===== src/rtl/core/fvpd_pkg.sv =====
// shared constants and the sine evaluation used to build the trig tables
package fvpd_pkg;

  // widths of the fixed fields
  localparam int SUPPLY_W = 16;
  localparam int TORQUE_W = 16;
  localparam int ANGLE_W  = 16;
  localparam int DUTY_W   = 8;
  localparam int TRIG_W   = 16;

  // defaults for the top-level parameters
  localparam int SINE_TABLE_DEPTH_DEF = 1024;
  localparam int DUTY_MAX_DEF         = 255;

  // supply register reset: 12 V in 1/256 V
  localparam logic [SUPPLY_W-1:0] SUPPLY_RESET = 16'd3072;

  // register index decoded from paddr[2]
  localparam logic REG_IDX_SUPPLY = 1'b0;

  // fixed-point constants, Q30
  localparam logic [63:0] HALF_PI_Q30 = 64'd1686629713;
  localparam logic [30:0] SQRT3_Q30   = 31'd1859775393;

  // Q1.15 sine of a 32-bit turn fraction: odd series to x^15 on the first quadrant
  function automatic logic signed [TRIG_W-1:0] sine_at(input logic [31:0] p);
    logic [1:0]         quad;
    logic [63:0]        r;
    logic [63:0]        x;
    logic [63:0]        x2;
    logic [63:0]        t;
    logic signed [63:0] sum;
    logic signed [63:0] v;
    quad = p[31:30];
    r    = {34'd0, p[29:0]};
    if (quad[0]) begin
      r = 64'h4000_0000 - r;
    end
    x   = (r * HALF_PI_Q30) >> 30;
    x2  = (x * x) >> 30;
    t   = x;
    sum = signed'(x);
    for (int k = 1; k <= 7; k++) begin
      t = ((t * x2) >> 30) / 64'((2 * k) * (2 * k + 1));
      if (k % 2 == 1) begin
        sum = sum - signed'(t);
      end else begin
        sum = sum + signed'(t);
      end
    end
    if (sum < 0) begin
      sum = '0;
    end
    v = (sum + 64'sd16384) >>> 15;
    if (v > 64'sd32767) begin
      v = 64'sd32767;
    end
    if (quad[1]) begin
      v = -v;
    end
    return v[TRIG_W-1:0];
  endfunction

endpackage


===== src/rtl/core/fvpd_div_lane.sv =====
// pipelined restoring divider, one quotient bit per stage
module fvpd_div_lane
  import fvpd_pkg::*;
#(
  parameter int QuoW = 8,
  parameter int NumW = SUPPLY_W + QuoW
) (
  input  logic                clk_i,
  input  logic [NumW-1:0]     num_i,
  input  logic [SUPPLY_W-1:0] den_i,
  output logic [QuoW-1:0]     quo_o
);

  logic [NumW-1:0] rem_q [QuoW];
  logic [QuoW-1:0] quo_q [QuoW];

  for (genvar i = 0; i < QuoW; i++) begin : g_stage
    localparam int ShiftAmt = QuoW - 1 - i;

    logic [NumW-1:0] rem_in;
    logic [QuoW-1:0] quo_in;
    logic [NumW-1:0] shd;
    logic [NumW-1:0] rem_d;
    logic [QuoW-1:0] quo_d;
    logic            ge;

    if (i == 0) begin : g_first
      assign rem_in = num_i;
      assign quo_in = '0;
    end else begin : g_next
      assign rem_in = rem_q[i-1];
      assign quo_in = quo_q[i-1];
    end

    // trial subtract of the divisor aligned to this quotient bit
    assign shd = NumW'(den_i) << ShiftAmt;

    always_comb begin
      ge    = (rem_in >= shd);
      rem_d = ge ? (rem_in - shd) : rem_in;
      quo_d = {quo_in[QuoW-2:0], ge};
    end

    always_ff @(posedge clk_i) begin
      rem_q[i] <= rem_d;
      quo_q[i] <= quo_d;
    end
  end

  assign quo_o = quo_q[QuoW-1];

endmodule


===== config.mk =====
export PLATFORM = sky130hd
export DESIGN_NAME = fvpd_div_lane
export DESIGN_NICKNAME = d
export VERILOG_FILES = /design/src/rtl/core/fvpd_pkg.sv /design/src/rtl/core/fvpd_div_lane.sv
export SDC_FILE = /design/constraint.sdc
export NUM_CORES = 1
export LEC_CHECK = 0
export BUFFER_PORTS_ARGS = -buffer_cell sky130_fd_sc_hd__buf_4
export CORE_MARGIN = 2
export CORE_UTILIZATION = 35
export DETAILED_ROUTE_END_ITERATION = 8
export PLACE_DENSITY = 0.55
export RECOVER_POWER = 25
export SLEW_MARGIN = 0
export SYNTH_ARGS = -nofsm -noshare
export SYNTH_HDL_FRONTEND = slang
export SYNTH_SLANG_ARGS = --single-unit

===== constraint.sdc =====
create_clock -name clk_i -period 7.97 [get_ports clk_i]
set_clock_uncertainty 0.05 [all_clocks]
set_input_delay 0 -clock clk_i [delete_from_list [all_inputs] [get_ports clk_i]]
set_output_delay 0 -clock clk_i [all_outputs]
set_load 0.05 [all_outputs]

# --- Word level (Yosys, flattened, before mapping) ---
# Memories as Yosys holds them, arrays and structs flattened.
# Index checks and enable logic that the tools add are counted.
word_totals:
  word_cells: 26
  mem_count: 2
  mem_bits_ro: 0
  regBits: 0
  input_bits: 41
  output_inout_bits: 8
  latchBits: 0
  ramBits: 256
op_classes:
  div: 0
  add_sub_neg: 8
  eq_ne: 0
  n_mul: 0
  bitwise: 0
  mux: 8
  n_reduce_logical: 0
  shifts: 0
  magnitude_cmp: 8
mem_list:
  columns: ["memory", "depth", "width", "read_ports", "rd_clocked_by_memory_dff", "write_ports", "line", "text"]
  rows:
  - ["rem_q", 8, 24, 7, 0, 8, "fvpd_div_lane.sv:14", "logic [NumW-1:0] rem_q [QuoW];"]
  - ["quo_q", 8, 8, 8, 0, 8, "fvpd_div_lane.sv:15", "logic [QuoW-1:0] quo_q [QuoW];"]
op_table:
  columns: ["op", "count"]
  rows:
  - ["two-way mux 24 bit", 8]
  - ["greater-or-equal comparator 24 x 16 -> 1 bit", 1]
  - ["greater-or-equal comparator 24 x 17 -> 1 bit", 1]
  - ["greater-or-equal comparator 24 x 18 -> 1 bit", 1]
  - ["greater-or-equal comparator 24 x 19 -> 1 bit", 1]
  - ["greater-or-equal comparator 24 x 20 -> 1 bit", 1]
  - ["greater-or-equal comparator 24 x 21 -> 1 bit", 1]
  - ["greater-or-equal comparator 24 x 22 -> 1 bit", 1]
  - ["greater-or-equal comparator 24 x 23 -> 1 bit", 1]
  - ["subtractor 24 x 16 -> 24 bit", 1]
  - ["subtractor 24 x 17 -> 24 bit", 1]
  - ["subtractor 24 x 18 -> 24 bit", 1]
  - ["subtractor 24 x 19 -> 24 bit", 1]
  - ["subtractor 24 x 20 -> 24 bit", 1]
  - ["subtractor 24 x 21 -> 24 bit", 1]
  - ["subtractor 24 x 22 -> 24 bit", 1]
  - ["subtractor 24 x 23 -> 24 bit", 1]

# --- Longest topological paths before layout ---
# Gate-level depths: netlist of run 1.
# An unclocked memory read counts as a cell.
depth:
  ltp_word: 3
  depth_mapped: 12
  depth_no_buf: 11

# --- Worst setup path after synthesis of run 1 ---
# No wires, ideal clock.
synth_timing:
  path_type: "reg-to-reg"
  startpoint: "memory rem_q[4][2] (netlist bit)"
  endpoint: "memory rem_q[5][13] (netlist bit)"
  path_slack_ns: 5.399
  path_buffers: 2
  required_ns: 7.797
  arrival_ns: 2.398
  path_stages_with_launch: 12
  setup_ns: 0.123
  synth_period_minus_slack_ns: 2.571
  path_cell_list: "dfxtp_1 > inv_1 > ha_1 > inv_1 > fa_1 > a211oi_1 > o211a_1 > o22ai_1 > o31a_1 > buf_2 > buf_2 > mux2_1"
synth_rtl:
  columns: ["element", "line"]
  rows:
  - ["from (decl)", "fvpd_div_lane.sv:14"]

==> results of run 1 <==
[cell usage in the layout, fill, tap and decap left out, types with 8 or more instances in the layout]
cell type      netlist  final
dfxtp_1            204    204
ha_1               128    128
a21oi_1            115    115
nand2_1            107    107
o21ai_0             91     91
nor2_1              91     91
xnor2_1             69     69
inv_1               55     55
buf_4                0     44
mux2_2              41     41
xor2_1              35     35
a21o_1              29     29
dlygate4sd3_1        0     29
nand3_1             28     28
clkbuf_16            0     25
o21a_1              24     24
nor2b_1             22     22
nor3_1              21     21
nand4_1             17     17
nand2b_1            14     14
o31ai_1             12     12
a31oi_1             11     11
nor4_1              10     10
a211oi_1             9      9
nand3b_1             9      9
a21boi_0             9      9
mux2i_1              8      8
and3_1               8      8
o21bai_1             8      8
a2111oi_0            8      8
[how the worst max path moves through the flow]
stage	startpoint	end	slack (ps)	cells after the start
after floorplan	rem_q[4][2]	rem_q[5][13]	5400	11
after CTS	den_i[1]	rem_q[0][7]	4310	12
after detailed placement	den_i[1]	rem_q[4][12]	4660	11
final	den_i[1]	rem_q[0][8]	4350	12
after global placement	den_i[1]	rem_q[0][21]	4670	10
after global routing	den_i[1]	rem_q[0][8]	4090	12
[worst max-delay path: cells and delay by family]
family,cells,cell delay [ps]
fa+ha+maj,1,360
simple gates,2,350
buf+inv,4,1780
compound gates,4,1270
mux,1,270
[what timing repair did]
item,4_1_cts,5_1_grt
hold buffers,29,0
buffers inserted,0,0
hold endpoints to repair,33,0
[sequential cells by signal, indices dropped and copies added, names as in the netlist]
signal  cells
rem_q     168
quo_q      36
[per-layer routing]
metal	vias up	track usage	wire, um
met2	191	0.282	13500
met5	-	0	0
met4	0	0.0595	1050
li1	5008	-	-
met3	61	0.0224	1090
met1	4569	0.188	12400
[cells in the mapped netlist (9+ instances only)]
library cell / instances / area, sq um
nor2_1: 91 / 342
nor3_1: 21 / 105
o31ai_1: 12 / 90.1
nor4_1: 10 / 62.6
nand4_1: 17 / 106
nand3b_1: 9 / 67.6
ha_1: 128 / 1600
clkbuf_1: 15 / 56.3
a21o_1: 29 / 218
inv_1: 55 / 206
a21boi_0: 9 / 67.6
mux2_2: 41 / 462
xor2_1: 35 / 307
nand2b_1: 14 / 87.6
a31oi_1: 11 / 68.8
o21a_1: 24 / 180
dfxtp_1: 204 / 4080
buf_2: 11 / 55.1
o21ai_0: 91 / 455
a211oi_1: 9 / 67.6
nor2b_1: 22 / 138
nand2_1: 107 / 402
xnor2_1: 69 / 604
nand3_1: 28 / 140
a21oi_1: 115 / 576
[stage by stage]
stage          utilization  worst slack (ps)  hold slack [ps]  cells  total power [mW]
2_1_floorplan            -              5400            -22.3   1329              3.77
3_3_place_gp         0.381              4670             65.6   1801              4.30
3_5_place_dp         0.381              4660             65.4   1801              4.32
4_1_cts              0.414              4310             72.5   1876              5.47
5_1_grt              0.414              4090              103   1876              5.91
6_report             0.414              4350              112   1876              5.44
[power groups by stage]
stage / registers, mW / logic (mW) / clock network [mW]
after floorplan: 1.63 / 2.14 / 0
after global placement: 1.70 / 2.60 / 0
after detailed placement: 1.69 / 2.63 / 0
after CTS: 1.67 / 2.66 / 1.14
after global routing: 1.72 / 3.01 / 1.18
final: 1.67 / 2.67 / 1.10
[logic make-up after synthesis]
logic type	after synthesis
AOI/OAI and AO/OA	380
xor gates and xnor gates	104
adders and majority gates	135
buffers and inverters	83
DFF	204
muxes	55
and+or+nand+nor	368
[cell type report]
class | instances | area share
Tap cell | 448 | 0.0404
Clock buffer | 34 | 0.0518
Inverter | 56 | 0.0151
Timing Repair Buffer | 80 | 0.0485
Sequential cell | 204 | 0.294
Clock inverter | 12 | 0.00721
Multi-Input combinational cell | 1042 | 0.543
==> Implementation_results.wiki, run 1 <==
{| class="wikitable"
! Metric !! Value
|-
| Status || complete, no violations
|-
| Worst-path clk slew || ~60 ps
|-
| 1st-iter DRT viols || 367
|-
| Ratio of cells with drive above 1 in the final layout || 0.107
|-
| Post-Synthesis Net Count || 1505
|-
| Finished layout cell area || 13900 sq um
|-
| Seq pwr share || 0.307
|-
| Switching power || 2.10 mW
|-
| Tightest Hold Check Type || in2reg
|-
| Unrepaired setup endpoints after global routing || no
|-
| Worst relative slew slack || 0.252
|-
| H-tree lvl count || 1
|-
| Number of global-route vias before repair || between 9000 and 10000
|-
| Register Area || between 4000 and 5000 sq um
|-
| Layout overhead on the synthesized area || 16.2%
|-
| Most used DFF post-synth || dfxtp_1
|-
| Internal reg-to-reg setup slack || 4820 ps
|-
| Crit-path most repeated cell || dlygate4sd3_1
|-
| Distinct cell type count of the synthesized netlist || 73
|-
| Starting utilization of the core area || 0.356
|-
| Total vias in the final route || between 9000 and 10000
|-
| Endpoint of the worst register-to-register path || rem_q[5][22]
|-
| Xor and xnor fraction of the mapped netlist area || 0.0762
|-
| Arrival time at the worst endpoint || a little over 4000 ps
|-
| Post-synth EDFFs || 0
|-
| Drt drc || 0
|-
| Synth async-reset ratio || 0
|-
| Die X-Extent || ~190 um
|-
| Diode insertion count for antenna repair || 0
|-
| Number of instances in the synthesized netlist || ~1300
|-
| Crit start category || primary input
|-
| Max-slew violation total from the final report || 0
|-
| Number of synthesized register bits || 204
|-
| Antenna-violating nets left || 0
|-
| Synth Area in Compound Gates || 0.205
|-
| Ports || 49
|-
| Worst-margin pin slew || approximately 1100 ps
|-
| Count of input and output buffers || 48
|-
| Post-synthesis instance area || between 10000 and 15000 sq um
|-
| Initial antenna violation count || 0
|-
| Sum of net half-perimeters after detailed placement || 21800 um
|-
| Placed cell areas || between 10000 and 15000 sq um
|-
| Final Setup Violations || 0
|-
| Final GP Congestion || between 0.9 and 1
|-
| Core area || 33500 sq um
|-
| Required time of the critical path || approximately 8400 ps
|-
| Count of warnings emitted by yosys || 0
|-
| Mux contribution to synthesized area || 0.0510
|-
| Average vias per placed instance || between 5 and 6
|-
| Die ar. || 35600 sq um
|-
| First-pass DRT Iterations || 4
|-
| Share of the yosys chip area belonging to registers || 0.342
|-
| All-layer global routing usage || 0.157
|-
| Crit Reg-Reg Startpoint || rem_q[4][14]
|-
| Maximum frequency from static timing analysis || 276 MHz
|-
| Logic gate share of total power || 0.490
|-
| Clock latency of the later-clocked register in the worst-skew pair || between 500 and 600 ps
|-
| Maximum vdd drop || 0.155 mV
|-
| Remaining global-route overflow || 0
|-
| CTS tree || done
|-
| Max-capacitance violation count || 0
|-
| Combined area of the multi-input logic cells || 7530 sq um
|-
| Highest fanout seen on the critical path || 18
|-
| CP peak stage delay || ~820 ps
|-
| Count of final hold-check violations || 0
|-
| Vert. Die Dim || approximately 190 um
|-
| Number of placement rows || 67
|-
| Worst reg2reg path depth || 8
|-
| Leakage power total || about 5.8 nW
|-
| Beginning of the worst hold path || num_i[1]
|-
| Switching Share || 0.386
|-
| Final cycle utilization of the critical path || 0.455
|-
| Final-stage net count || 1585
|-
| Routed Wire Length || about 28000 um
|-
| Fill cell count || around 3400
|-
| Syn Area/Cell || approximately 9.0 sq um
|-
| Final critical path time including I/O delays and setup || between 3000 and 4000 ps
|-
| Start-to-end type of the worst setup path || in2reg
|-
| Cell depth of the worst hold path || 2
|-
| CTS Buf Count || 25
|-
| Root Buffer Master || clkbuf_16
|-
| Post-synthesis share of cell area spent on full adders, half adders and majority gates || 0.146
|-
| Clock tree buffer depth || 3
|-
| Capture endpoint of the worst hold path || rem_q[0][1]
|-
| Simple-Gate Fraction of Synth Area || 0.152
|-
| Cell Chain, Critical Path || dlygate4sd3_1 -> buf_4 -> inv_1 -> ha_1 -> nor2b_1 -> o21ai_0 -> a21oi_1 -> nor3_1 -> o21bai_1 -> a21oi_2 -> mux2i_1 -> dlygate4sd3_1
|-
| Global-route wire length before repair || between 40000 and 50000 um
|-
| Avg WL per Cell || roughly 15 um
|-
| Clock share of power || 0.203
|-
| Num Clock Sinks || ~200
|-
| Maximum number of pins on one net before global-route repair || 35
|-
| Number of gates given a new drive strength after cts || 0
|-
| Sort of element at the end of the critical path || flop
|-
| Total negative slack || 0 ps
|-
| Max stage delay cell, worst path || a21oi_2
|-
| Dominant combinational cell family by area after synthesis || compound AO/OA/AOI/OAI gates
|-
| Design internal power || 3.34 mW
|-
| Power density cells || slightly below 400 nW/um^2
|}
Power figures use the tool's default switching activity.
==> run 2, diff against run 1 <==
ABC_AREA = 1   (was default)
PLACE_DENSITY = 0.57   (was 0.55)
clock period = 3.3 ns   (was 7.97 ns; I/O delays follow)
==> Implementation_results.wiki, run 2 <==
{| class="wikitable"
! Metric !! Value
|-
| Status || complete, no violations (unchanged)
|-
| Number of global-route vias before repair || 14100 (was 9829)
|-
| Final critical path time including I/O delays and setup || approximately 2800 ps
|-
| Unrepaired setup endpoints after global routing || no (unchanged)
|-
| Initial antenna violation count || 1 (was 0)
|-
| Start-to-end type of the worst setup path || in2reg (unchanged)
|-
| Buffer and inverter count on the worst path || 4 (unchanged)
|-
| Max-slew violation total from the final report || 0 (unchanged)
|-
| Post-Synthesis Net Count || 2660 (was 1505)
|-
| Number of flip-flops in the largest register || 168 (unchanged)
|-
| Combined area of the multi-input logic cells || 9320 sq um (was 7530 sq um)
|-
| Final Setup Violations || 0 (unchanged)
|-
| Diode insertion count for antenna repair || 0 (unchanged)
|-
| Synth cell count leaders || 1077 x nand2_1, 401 x inv_1, 204 x dfxtp_1, 174 x nor2_1, 159 x nand3_1 (was 204 x dfxtp_1, 128 x ha_1, 115 x a21oi_1, 107 x nand2_1)
|-
| Root Buffer Master || clkbuf_16 (unchanged)
|-
| 1st-iter DRT viols || 731 (was 367)
|-
| Final-stage net count || 2768 (was 1585)
|-
| Max-capacitance violation count || 0 (unchanged)
|-
| Final cycle utilization of the critical path || 0.849
|-
| Tightest Hold Check Type || in2reg (unchanged)
|-
| Clock latency of the later-clocked register in the worst-skew pair || 540 ps (was 520 ps)
|-
| Routed Wire Length || 46600 um (was 28000 um)
|-
| Die X-Extent || 212 um (was 189 um)
|-
| Number of gates given a new drive strength after cts || 0 (unchanged)
|-
| Crit start category || primary input (unchanged)
|-
| Total vias in the final route || 14800 (was 9829)
|-
| Starting utilization of the core area || 0.354 (was 0.356)
|-
| Antenna-violating nets left || 0 (unchanged)
|-
| Drt drc || 0 (unchanged)
|-
| Vert. Die Dim || 212 um (was 189 um)
|-
| Power density cells || 928 nW/um^2 (was 392 nW/um^2)
|-
| Placed cell areas || 16200 sq um (was 12800 sq um)
|-
| CTS Buf Count || 25 (unchanged)
|-
| Die ar. || 45000 sq um (was 35600 sq um)
|-
| Clock tree buffer depth || 3 (unchanged)
|-
| Num Clock Sinks || 204 (unchanged)
|-
| Maximum vdd drop || 0.389 mV (was 0.155 mV)
|-
| Core area || 42900 sq um (was 33500 sq um)
|-
| Distinct cell type count of the synthesized netlist || 37 (was 73)
|-
| Post-synth EDFFs || 0 (unchanged)
|-
| H-tree lvl count || 1 (unchanged)
|-
| Layout overhead on the synthesized area || 14.6% (was 16.2%)
|-
| Commonest cells after routing, fill and taps aside || 1077 x nand2_1, 401 x inv_1, 204 x dfxtp_1 (was 204 x dfxtp_1, 128 x ha_1, 115 x a21oi_1)
|-
| Ratio of cells with drive above 1 in the final layout || 0.0717 (was 0.107)
|-
| Average vias per placed instance || 4.63 (was 5.24)
|-
| Arrival time at the worst endpoint || 3180 ps (was 4030 ps)
|-
| Fill cell count || 4600 (was 3356)
|-
| Crit-path most repeated cell || nand2_1 (was dlygate4sd3_1)
|-
| Biggest register || rem_q (unchanged)
|-
| Largest cells by area after synthesis || dfxtp_1 27%, nand2_1 27%, ha_1 11%, inv_1 9.9%, nand3_1 5.2% (was dfxtp_1 34%, ha_1 13%, xnor2_1 5.1%, a21oi_1 4.8%, mux2_2 3.9%)
|-
| Most used DFF post-synth || dfxtp_1 (unchanged)
|-
| Number of synthesized register bits || 204 (unchanged)
|-
| Share of the yosys chip area belonging to registers || 0.269 (was 0.342)
|-
| Most used standard cell by instance count after synthesis || nand2_1 (was dfxtp_1)
|-
| Sum of net half-perimeters after detailed placement || 37700 um (was 21800 um)
|-
| CTS tree || done (unchanged)
|-
| Required time of the critical path || 3680 ps (was 8380 ps)
|-
| Count of final hold-check violations || 0 (unchanged)
|-
| Total negative slack || 0 ps (unchanged)
|-
| Worst relative slew slack || 0.480 (was 0.252)
|-
| Max stage delay cell, worst path || dlygate4sd3_1 (was a21oi_2)
|-
| Count of input and output buffers || 48 (unchanged)
|-
| Synth area leader || dfxtp_1 (unchanged)
|-
| CP peak stage delay || 550 ps (was 820 ps)
|-
| Number of instances in the synthesized netlist || 2484 (was 1329)
|-
| Synth async-reset ratio || 0 (unchanged)
|-
| Total power draw || 16.1 mW (was 5.44 mW)
|-
| Highest fanout seen on the critical path || 18 (unchanged)
|-
| Most common library cell in the layout ignoring fill and taps || nand2_1 (was dfxtp_1)
|-
| Largest regs || rem_q (168), quo_q (36) (unchanged)
|-
| Worst-margin pin slew || 780 ps (was 1120 ps)
|-
| Maximum number of pins on one net before global-route repair || 23 (was 35)
|-
| Syn Area/Cell || 6.10 sq um (was 8.99 sq um)
|-
| Cell Chain, Critical Path || dlygate4sd3_1 -> buf_4 -> inv_1 -> ha_1 -> nand2_1 -> nor2_1 -> nand2_1 -> nor2_1 -> nor2_1 -> nand3_2 -> nand2_4 -> nand2_4 -> nand2_1 -> nand2_1 -> dlygate4sd3_1 (was dlygate4sd3_1 -> buf_4 -> inv_1 -> ha_1 -> nor2b_1 -> o21ai_0 -> a21oi_1 -> nor3_1 -> o21bai_1 -> a21oi_2 -> mux2i_1 -> dlygate4sd3_1)
|-
| Ports || 49 (unchanged)
|-
| Worst-path clk slew || 60 ps (about the same)
|-
| Maximum frequency from static timing analysis || 357 MHz
|-
| Remaining global-route overflow || 0 (unchanged)
|-
| Cell family with the largest share of critical-path delay || buffers and inverters (unchanged)
|-
| First-pass DRT Iterations || 6 (was 4)
|-
| Leakage power total || 9.70 nW (was 5.83 nW)
|-
| Sort of element at the end of the critical path || flop (unchanged)
|-
| Count of warnings emitted by yosys || 0 (unchanged)
|-
| Number of placement rows || 76 (was 67)
|-
| Post-synthesis instance area || 15200 sq um (was 11900 sq um)
|-
| Avg WL per Cell || 14.6 um (was 14.9 um)
|-
| Finished layout cell area || 17400 sq um (was 13900 sq um)
|-
| All-layer global routing usage || 0.210 (was 0.157)
|-
| Share of the synthesized area in the top cell type || 0.269 (was 0.342)
|-
| Global-route wire length before repair || 73800 um (was 46300 um)
|-
| Register Area || 4080 sq um (unchanged)
|-
| Final GP Congestion || 0.917 (was 0.910)
|}
==> run 2: area by class of cell <==
| cell class | count | share of cell area |
|---|---|---|
| clock buffers | 34 | 0.0402 |
| multi-input cells | 1848 | 0.536 |
| repair buffers | 102 | 0.0489 |
| clock inverters | 9 | 0.00907 |
| flip-flops and latches | 204 | 0.235 |
| inverters | 411 | 0.0888 |
| well taps | 585 | 0.0421 |
==> run 2: final timing paths <==
path,from,end,slack [ps],cells after the start
max reg2reg,rem_q[4][2],rem_q[5][2],920,13
max,den_i[1],rem_q[0][8],500,15
min,num_i[0],rem_q[0][0],100,2
min reg2reg,quo_q[0][18],quo_q[0][27],270,0
==> run 2: cell families (layout without fill, tap and decap cells) <==
logic type,Yosys count,count (layout),synth area share
compound gates,121,121,0.0446
buf+inv,432,556,0.116
flops,204,204,0.269
fa+ha+maj,135,135,0.115
xor+xnor,61,61,0.0352
simple gates,1531,1531,0.420
==> run 2: stage by stage <==
step / utilization / hold WS [ps] / instances / setup slack (ps)
4_1_cts: 0.406 / 55.9 / 3193 / 484
3_3_place_gp: 0.378 / 76.0 / 3117 / 625
6_report: 0.405 / 105 / 3193 / 497
2_1_floorplan: - / -22.3 / 2484 / 1320
3_5_place_dp: 0.378 / 79.1 / 3117 / 633
5_1_grt: 0.405 / 87.8 / 3193 / 210
==> run 2: timing repair <==
action	4_1_cts	5_1_grt
hold endpoints to repair	32	0
hold buffers	33	0
setup buffers	0	0
==> run 2: power by group <==
group          total, mW  switching (mW)  internal [mW]
Sequential          4.24           0.737           3.50
Clock               2.89            1.10           1.79
Combinational       9.00            5.83           3.18
==> run 2: metal layers <==
metal	vias to the layer above	wire length, um	share of wire	track usage
li1	7814	-	-	-
met1	6564	21000	0.45	0.264
met2	335	22000	0.47	0.373
met3	80	2130	0.046	0.0250
met4	0	1560	0.034	0.0646
met5	-	0	0	0
